$ cat src/rtl/ffta_pkg.sv
// ----------------------------------------------------------------------------
// First-fit timed unit allocator: shared definitions
// Sizes, reset values and the command and status bundles that pass between
// the controller and the datapath.
// ----------------------------------------------------------------------------
package ffta_pkg;

   localparam int MAX_UNITS = 128;

   localparam int TIME_W = 20;
   localparam int NEED_W = 8;
   localparam int DUR_W  = 10;
   localparam int BUSY_W = 21;
   localparam int SUM_W  = 14;
   localparam int NUM_W  = 8;

   localparam int IDX_W = (MAX_UNITS > 1) ? $clog2(MAX_UNITS) : 1;
   localparam int CNT_W = $clog2(MAX_UNITS + 1);
   localparam int CMP_W = (CNT_W > NUM_W) ? CNT_W : NUM_W;

   localparam logic [NUM_W-1:0] NUM_UNITS_RESET = NUM_W'(128);

   typedef struct packed {
      logic load;      // capture a request and clear the accumulators
      logic scan;      // walk the unit table, one entry per cycle
      logic alloc;     // while scanning: take free units instead of counting
      logic restart;   // rewind the walk for the next pass
      logic load_rsp;  // place the result in the output register
   } ffta_cmd_type;

   typedef struct packed {
      logic pass_done;  // every unit in use has been read and judged
      logic enough;     // free units cover the request
      logic rsp_room;   // output register can take a result this cycle
   } ffta_sts_type;

endpackage

$ cat src/rtl/first_fit_timed_unit_allocator_top.sv
// ----------------------------------------------------------------------------
// First-fit timed unit allocator
// Top level: controller, datapath and the port wiring.
// ----------------------------------------------------------------------------
// Each request is handled on its own. The busy-until table (csr_num_units
// units in use, capped at 128) has a single read port, so it is walked once to
// count free units and, for a granted request, once more to take the
// lowest-numbered ones. Each walk reads the units in use in turn, judges the
// last unit and then leaves the walk. The next request is taken as soon as the
// result sits in the output register, even while that result still waits for
// its transfer. A result that is still held by rsp_stall when the next one is
// ready keeps the block, and with it the input, waiting until it is taken.
// No clearing pass is needed after reset.
module first_fit_timed_unit_allocator_top (
   input  logic                        clock,
   input  logic                        reset,
   input  logic                        req_valid,
   output logic                        req_stall,
   input  logic [ffta_pkg::TIME_W-1:0] req_task_time,
   input  logic [ffta_pkg::NEED_W-1:0] req_units_needed,
   input  logic [ffta_pkg::DUR_W-1:0]  req_duration,
   output logic                        rsp_valid,
   input  logic                        rsp_stall,
   output logic                        rsp_granted,
   output logic [ffta_pkg::SUM_W-1:0]  rsp_unit_id_sum,
   input  logic                        csr_valid,
   output logic                        csr_ready,
   input  logic [ffta_pkg::NUM_W-1:0]  csr_num_units
);
   import ffta_pkg::*;

   ffta_cmd_type cmd;
   ffta_sts_type sts;

   // The user must send register writes only while idle; the block does not enforce it, and all are taken.
   assign csr_ready = 1'b1;

   ffta_ctrl u_ctrl (
      .clock     (clock),
      .reset     (reset),
      .req_valid (req_valid),
      .req_stall (req_stall),
      .cmd       (cmd),
      .sts       (sts)
   );

   ffta_dpath u_dpath (
      .clock            (clock),
      .reset            (reset),
      .cmd              (cmd),
      .sts              (sts),
      .req_task_time    (req_task_time),
      .req_units_needed (req_units_needed),
      .req_duration     (req_duration),
      .csr_valid        (csr_valid),
      .csr_ready        (csr_ready),
      .csr_num_units    (csr_num_units),
      .rsp_valid        (rsp_valid),
      .rsp_stall        (rsp_stall),
      .rsp_granted      (rsp_granted),
      .rsp_unit_id_sum  (rsp_unit_id_sum)
   );

endmodule

$ cat src/rtl/ffta_dpath.sv
// ----------------------------------------------------------------------------
// First-fit timed unit allocator: datapath
// Busy-until table with per-unit valid bits, the request registers, the scan
// pipeline that counts or takes free units, and the result register.
// ----------------------------------------------------------------------------
module ffta_dpath (
   input  logic                            clock,
   input  logic                            reset,
   input  ffta_pkg::ffta_cmd_type          cmd,
   output ffta_pkg::ffta_sts_type          sts,
   input  logic [ffta_pkg::TIME_W-1:0]     req_task_time,
   input  logic [ffta_pkg::NEED_W-1:0]     req_units_needed,
   input  logic [ffta_pkg::DUR_W-1:0]      req_duration,
   input  logic                            csr_valid,
   input  logic                            csr_ready,
   input  logic [ffta_pkg::NUM_W-1:0]      csr_num_units,
   output logic                            rsp_valid,
   input  logic                            rsp_stall,
   output logic                            rsp_granted,
   output logic [ffta_pkg::SUM_W-1:0]      rsp_unit_id_sum
);
   import ffta_pkg::*;

   logic [BUSY_W-1:0] busy_mem [MAX_UNITS];
   logic [MAX_UNITS-1:0] written_ff;

   logic [NUM_W-1:0]  num_units_ff;
   logic [TIME_W-1:0] now_ff;
   logic [NEED_W-1:0] need_ff;
   logic [DUR_W-1:0]  dur_ff;
   logic [CNT_W-1:0]  count_ff;

   logic [CNT_W-1:0]  issue_ff;
   logic              pend_ff;
   logic [IDX_W-1:0]  pidx_ff;
   logic [BUSY_W-1:0] rd_busy_ff;
   logic              rd_written_ff;

   logic [CNT_W-1:0]  free_cnt_ff;
   logic [CNT_W-1:0]  taken_ff;
   logic [SUM_W-1:0]  sum_ff;

   logic              rsp_valid_ff;
   logic              rsp_granted_ff;
   logic [SUM_W-1:0]  rsp_sum_ff;

   logic [CNT_W-1:0]  count_in;
   logic [IDX_W-1:0]  issue_idx;
   logic              issue_more;
   logic              unit_free;
   logic              take_unit;
   logic [BUSY_W-1:0] busy_new;

   // Unit count in use, held to the table depth.
   always_comb begin
      if (CMP_W'(num_units_ff) > CMP_W'(MAX_UNITS)) begin
         count_in = CNT_W'(MAX_UNITS);
      end else begin
         count_in = CNT_W'(num_units_ff);
      end
   end

   assign issue_idx  = issue_ff[IDX_W-1:0];
   assign issue_more = (issue_ff < count_ff);
   // A unit that was never written counts as free, whatever its table entry holds.
   assign unit_free  = !rd_written_ff || (rd_busy_ff <= BUSY_W'(now_ff));
   assign take_unit  = cmd.scan && cmd.alloc && pend_ff && unit_free &&
                       (CMP_W'(taken_ff) < CMP_W'(need_ff));
   assign busy_new   = BUSY_W'(now_ff) + BUSY_W'(dur_ff);

   always_ff @(posedge clock) begin
      if (reset) begin
         num_units_ff <= NUM_UNITS_RESET;
      end else if (csr_valid && csr_ready) begin
         num_units_ff <= csr_num_units;
      end
   end

   always_ff @(posedge clock) begin
      if (cmd.load) begin
         now_ff   <= req_task_time;
         need_ff  <= req_units_needed;
         dur_ff   <= req_duration;
         count_ff <= count_in;
      end
   end

   // Table read and write ports: one read and one write per cycle.
   always_ff @(posedge clock) begin
      rd_busy_ff <= busy_mem[issue_idx];
      if (take_unit) begin
         busy_mem[pidx_ff] <= busy_new;
      end
   end

   always_ff @(posedge clock) begin
      if (reset) begin
         written_ff <= '0;
      end else if (take_unit) begin
         written_ff[pidx_ff] <= 1'b1;
      end
   end

   always_ff @(posedge clock) begin
      if (reset) begin
         issue_ff      <= '0;
         pend_ff       <= 1'b0;
         pidx_ff       <= '0;
         rd_written_ff <= 1'b0;
         free_cnt_ff   <= '0;
         taken_ff      <= '0;
         sum_ff        <= '0;
      end else if (cmd.load) begin
         issue_ff    <= '0;
         pend_ff     <= 1'b0;
         free_cnt_ff <= '0;
         taken_ff    <= '0;
         sum_ff      <= '0;
      end else if (cmd.restart) begin
         issue_ff <= '0;
         pend_ff  <= 1'b0;
      end else if (cmd.scan) begin
         rd_written_ff <= written_ff[issue_idx];
         pidx_ff       <= issue_idx;
         pend_ff       <= issue_more;
         if (issue_more) begin
            issue_ff <= issue_ff + CNT_W'(1);
         end
         if (!cmd.alloc && pend_ff && unit_free) begin
            free_cnt_ff <= free_cnt_ff + CNT_W'(1);
         end
         if (take_unit) begin
            taken_ff <= taken_ff + CNT_W'(1);
            sum_ff   <= sum_ff + SUM_W'(pidx_ff) + SUM_W'(1);
         end
      end
   end

   assign sts.pass_done = !issue_more && !pend_ff;
   assign sts.enough    = (CMP_W'(free_cnt_ff) >= CMP_W'(need_ff));
   assign sts.rsp_room  = !rsp_valid_ff || !rsp_stall;

   always_ff @(posedge clock) begin
      if (reset) begin
         rsp_valid_ff <= 1'b0;
      end else if (cmd.load_rsp) begin
         rsp_valid_ff <= 1'b1;
      end else if (!rsp_stall) begin
         rsp_valid_ff <= 1'b0;
      end
   end

   always_ff @(posedge clock) begin
      if (cmd.load_rsp) begin
         rsp_granted_ff <= sts.enough;
         rsp_sum_ff     <= sts.enough ? sum_ff : '0;
      end
   end

   assign rsp_valid       = rsp_valid_ff;
   assign rsp_granted     = rsp_granted_ff;
   assign rsp_unit_id_sum = rsp_sum_ff;

endmodule

$ cat src/rtl/ffta_ctrl.sv
// ----------------------------------------------------------------------------
// First-fit timed unit allocator: controller
// Sequences one request through a counting pass, the grant decision, an
// allocation pass when granted, and the hand-off to the output register.
// ----------------------------------------------------------------------------
module ffta_ctrl (
   input  logic                   clock,
   input  logic                   reset,
   input  logic                   req_valid,
   output logic                   req_stall,
   output ffta_pkg::ffta_cmd_type cmd,
   input  ffta_pkg::ffta_sts_type sts
);
   import ffta_pkg::*;

   typedef enum logic [2:0] {
      S_IDLE,
      S_COUNT,
      S_DECIDE,
      S_ALLOC,
      S_RESULT
   } state_type;

   state_type state_ff;
   logic      stall_ff;
   logic      accept;

   assign accept = req_valid && !stall_ff;

   always_ff @(posedge clock) begin
      if (reset) begin
         state_ff <= S_IDLE;
         stall_ff <= 1'b0;
      end else begin
         unique case (state_ff)
            S_IDLE: begin
               if (accept) begin
                  state_ff <= S_COUNT;
                  stall_ff <= 1'b1;
               end
            end
            S_COUNT: begin
               if (sts.pass_done) begin
                  state_ff <= S_DECIDE;
               end
            end
            S_DECIDE: begin
               state_ff <= sts.enough ? S_ALLOC : S_RESULT;
            end
            S_ALLOC: begin
               if (sts.pass_done) begin
                  state_ff <= S_RESULT;
               end
            end
            S_RESULT: begin
               if (sts.rsp_room) begin
                  state_ff <= S_IDLE;
                  stall_ff <= 1'b0;
               end
            end
            default: begin
               state_ff <= S_IDLE;
               stall_ff <= 1'b0;
            end
         endcase
      end
   end

   always_comb begin
      cmd          = '0;
      cmd.load     = (state_ff == S_IDLE) && accept;
      cmd.scan     = (state_ff == S_COUNT) || (state_ff == S_ALLOC);
      cmd.alloc    = (state_ff == S_ALLOC);
      cmd.restart  = (state_ff == S_DECIDE);
      cmd.load_rsp = (state_ff == S_RESULT) && sts.rsp_room;
   end

   assign req_stall = stall_ff;

endmodule

$ cat config.mk
export PLATFORM = sky130hd
export DESIGN_NAME = first_fit_timed_unit_allocator_top
export DESIGN_NICKNAME = d
export VERILOG_FILES = /design/src/rtl/ffta_pkg.sv /design/src/rtl/first_fit_timed_unit_allocator_top.sv /design/src/rtl/ffta_dpath.sv /design/src/rtl/ffta_ctrl.sv
export SDC_FILE = /design/constraint.sdc
export NUM_CORES = 2
export LEC_CHECK = 0
export BUFFER_PORTS_ARGS = -buffer_cell sky130_fd_sc_hd__buf_4
export CORE_ASPECT_RATIO = 0.7
export CORE_MARGIN = 2
export CORE_UTILIZATION = 52
export DETAILED_ROUTE_END_ITERATION = 16
export PLACE_DENSITY = 0.64
export SLEW_MARGIN = 20
export SYNTH_ARGS = -nofsm -noshare
export SYNTH_HDL_FRONTEND = slang
export SYNTH_HIERARCHICAL = 1
export SYNTH_SLANG_ARGS = --single-unit
$ cat constraint.sdc
create_clock -name clock -period 8.9 [get_ports clock]
set_input_delay 0.89 -clock clock [delete_from_list [all_inputs] [get_ports clock]]
set_output_delay 0.89 -clock clock [all_outputs]
set_load 0.02 [all_outputs]
==> impl_results.rst <==
.. list-table::
   :header-rows: 1

   * - Metric
     - Value
   * - Bufs on Longest Clock Path
     - 4
   * - Effective utilization at floorplan
     - 0.523
   * - Depth of the worst register-to-register path
     - 12
   * - Post-layout worst setup margin
     - approximately 3.4 ns
   * - Commonest cells post-synth
     - 2,749 x edfxtp_1, 788 x mux4_2, 209 x dfxtp_1, 191 x nor2_1, 189 x inv_1
   * - YS warnings
     - 6
   * - Category of cells accounting for the largest share of critical-path delay
     - compound AO/OA/AOI/OAI gates
   * - Final hold viol count
     - 0
   * - Register area share after synthesis
     - 0.753
   * - Run status
     - complete, no violations
   * - Global Route Usage Sum
     - 0.263
   * - Minimum setup slack among reg-to-reg paths
     - 3.44 ns
   * - Worst slew margin
     - 0.243
   * - CP endpoint kind
     - register
   * - Wire length of the first global-routing pass
     - 419 mm
   * - Standard cell with the maximum stage delay on the critical path
     - o21ai_0
   * - Setup slack at placement
     - 3.45 ns
   * - Post-synth EDFFs
     - around 2,700
   * - Largest area contributor in the netlist
     - edfxtp_1
   * - Fraction of registers with async set/reset
     - 0
   * - Number of global-route vias before repair
     - 54,800
   * - Worst Max-Slew Pin Slew
     - ~1.1 ns
   * - Routability congestion estimate
     - 0.887
   * - Core ar.
     - about 220,000 um^2
   * - Clock transition at the registers of the reported paths
     - 0.06 ns
   * - Clock Skew
     - 0.0546 ns
   * - Setup-violating endpoint count in the final report
     - 0
   * - Distinct cells, synth
     - 70
   * - Die height
     - 398 um
   * - Clock H-tree levels
     - 5
   * - First-pass detailed-route iteration total
     - 5
   * - Horiz. Die Dim
     - 566 um
   * - Post-route setup TNS
     - 0 ns
   * - Pwr dens
     - 275 nW/um^2
   * - WL/cell
     - around 33 um
   * - Routed vias/inst
     - around 6.5
   * - Number of cells traversed by the worst hold path
     - 1
   * - #FFs+latches synth
     - 2,958
   * - CP arrival
     - between 5 and 6 ns
   * - Max Clk Rate
     - 183 MHz
   * - Root buffer selected by CTS
     - clkbuf_16
   * - Peak ir drop on the vdd network
     - between 0.0002 and 0.0003 V
   * - Number of ports placed on the die boundary
     - 69
   * - Worst Hold Path EP
     - u_dpath/now_ff[12]
   * - Layout cells sized above 1
     - 0.278
   * - Smallest hold slack
     - about 0.24 ns
   * - Mapped Area
     - ~120,000 um^2
   * - Synthesis-to-layout area growth
     - 12.3%
   * - Worst path bufs/invs
     - 3
   * - Unrepaired setup endpoints after global routing
     - false
   * - TritonCTS Sinks
     - about 3,000
   * - Die outline area
     - ~230,000 um^2
   * - Post-route DRC violation count
     - 0
   * - Cell area after placement
     - 120,000 um^2
   * - Post-route ant nets
     - 0
   * - Estimated wirelength of the detail-placed design
     - 173 mm
   * - Filler cells
     - 15,800
   * - Number of antenna violations at the first check in global routing
     - 22
   * - Post-cts repair resize count
     - 0
   * - Most area-consuming cells after synthesis
     - edfxtp_1 72%, mux4_2 15%, dfxtp_1 3.6%
   * - Clock tree from TritonCTS
     - built
   * - Type of the worst min-delay path
     - input pin to register
   * - Avg Cell Area, Syn
     - 20.9 um^2
   * - Sum of overflow across all layers after global routing
     - 0
   * - Startpoint type of the worst setup path
     - register
   * - Top fanout value on the critical path
     - 57
   * - Iteration-0 DRC count of the detailed router
     - 8,808
   * - Dominant register cell in the synthesized netlist
     - edfxtp_1
   * - Required time of the critical path
     - approximately 9.4 ns
   * - Most common cell in the netlist
     - edfxtp_1
   * - CTS Hold Buffers Added
     - 0
   * - Worst hold path startpoint
     - req_task_time[12]
   * - Critical R2R Capture
     - u_dpath/busy_mem[82][18]
   * - Nets@finish
     - 5,893
   * - Highest cell delay on the worst timing path
     - between 0.8 and 0.9 ns
   * - Fraction of post-synthesis cell area in the top cell type by area
     - 0.717
   * - Number of setup buffers added after CTS
     - 0
   * - Count of pins over their slew limit
     - 0
   * - Non-Filler Cell Area, Final
     - 129,000 um^2
   * - Cell-by-cell listing of the critical path
     - ha_4 -> inv_1 -> fa_1 -> nor2b_1 -> o21ai_0 -> a21oi_1 -> o41ai_1 -> o21ai_0 -> nand3_1 -> xnor2_2 -> buf_4 -> buf_4
   * - Startpoint-to-endpoint class of the critical path
     - register to register
   * - Origin of the worst setup path
     - u_dpath/now_ff[0]
   * - Clock insertion delay at the later pin of the skew report
     - 0.85 ns
   * - Cell row count
     - 144
   * - Gate Count Post-Synth
     - 5,511
   * - Final period util
     - 0.613
   * - Post-route core utilization
     - 0.587
   * - Number of I/O port buffers
     - 67
   * - Maximum capacitance violations
     - 0
   * - Pleak
     - 39.1 nW
   * - TritonCTS Buffers
     - 283
   * - Startpoint of the worst-slack reg-to-reg timing path
     - u_dpath/now_ff[0]
   * - Via count
     - 57,600
   * - Time the worst path needs with I/O delays and setup
     - 5.46 ns
   * - Wire length reported by the detailed router
     - 296 mm
   * - Pin count of the biggest net entering global routing
     - about 120
==> logic make-up (layout without fill, tap and decap cells) <==
group / count (synthesis) / count (layout) / share of synthesized area
flip-flops: 2958 / 2958 / 0.753
buffers and inverters: 505 / 978 / 0.0192
adder cells (fa/ha/maj): 64 / 64 / 0.00708
AO/OA/AOI/OAI: 404 / 404 / 0.0235
other: 1 / 5 / 0.0000326
AND/OR/NAND/NOR: 576 / 576 / 0.0245
XOR/XNOR: 30 / 30 / 0.00228
multiplexers: 973 / 973 / 0.170
==> per-stage QoR <==
step | total power, mW | cells
6_report | 35.5 | 8908
5_1_grt | 36.6 | 8905
4_1_cts | 35.7 | 8896
3_5_place_dp | 24.1 | 8404
3_3_place_gp | 23.9 | 8401
2_1_floorplan | 21.6 | 5512
==> layout make-up <==
cell class | count | area, um^2 | share of cell area
multi-input combinational | 2049 | 26900 | 0.208
clock buffer | 347 | 7460 | 0.0577
clock inverter | 145 | 1350 | 0.0104
inverter | 189 | 712 | 0.00551
timing repair buffer | 297 | 2440 | 0.0189
antenna | 3 | 7.51 | 0.0000581
sequential | 2958 | 86700 | 0.671
tap | 2920 | 3650 | 0.0283
==> power breakdown <==
| group | internal (mW) | total (mW) | switching (mW) | leakage, nW |
|---|---|---|---|---|
| registers | 17.4 | 17.5 | 0.118 | 26.1 |
| logic | 1.78 | 6.33 | 4.56 | 8.60 |
| clock network | 6.64 | 11.7 | 5.07 | 4.31 |
| total | 25.8 | 35.5 | 9.74 | 39.1 |
==> layer usage <==
| layer | global-route usage | wire length, um | vias to the layer above |
|---|---|---|---|
| li1 | - | - | 23300 |
| met2 | 0.361 | 125000 | 3065 |
| met3 | 0.0698 | 35800 | 397 |
| met5 | 0 | 50 | - |
| met1 | 0.416 | 127000 | 30800 |
| met4 | 0.0676 | 7600 | 8 |
==> worst max path at each step <==
stage,to,cells after the start
floorplan,u_dpath/free_cnt_ff[6],6
global placement,u_dpath/busy_mem[122][18],12
detailed placement,u_dpath/busy_mem[120][18],12
CTS,u_dpath/busy_mem[91][18],12
global route,u_dpath/busy_mem[80][18],12
finish,u_dpath/busy_mem[82][18],12
==> state kept, by name, summed over array words and instances, names as in the netlist, 3 cells and up <==
register,count
u_dpath/written_ff,128
u_dpath/taken_ff,8
u_dpath/num_units_ff,8
u_dpath/free_cnt_ff,8
u_dpath/rsp_unit_id_sum,14
u_ctrl/state_ff,3
u_dpath/need_ff,8
u_dpath/sum_ff,14
u_dpath/now_ff,20
u_dpath/rd_busy_ff,21
u_dpath/count_ff,8
u_dpath/busy_mem,2688
u_dpath/issue_ff,8
u_dpath/dur_ff,10
u_dpath/pidx_ff,7
==> cell usage in the layout (no fill, tap or decap), types with 56 or more instances in the layout <==
master and instances:
nor2_1 57, nand3_1 64, nor2_2 110, dfxtp_1 204, o22ai_1 122, clkbuf_16 289
clkinv_1 56, a21oi_1 99, clkbuf_1 57, buf_4 278, ha_1 61, mux2i_1 184
edfxtp_1 2749, nand2_1 112, inv_1 188, mux4_2 788
Note: power is estimated with default switching activity, not from simulation.
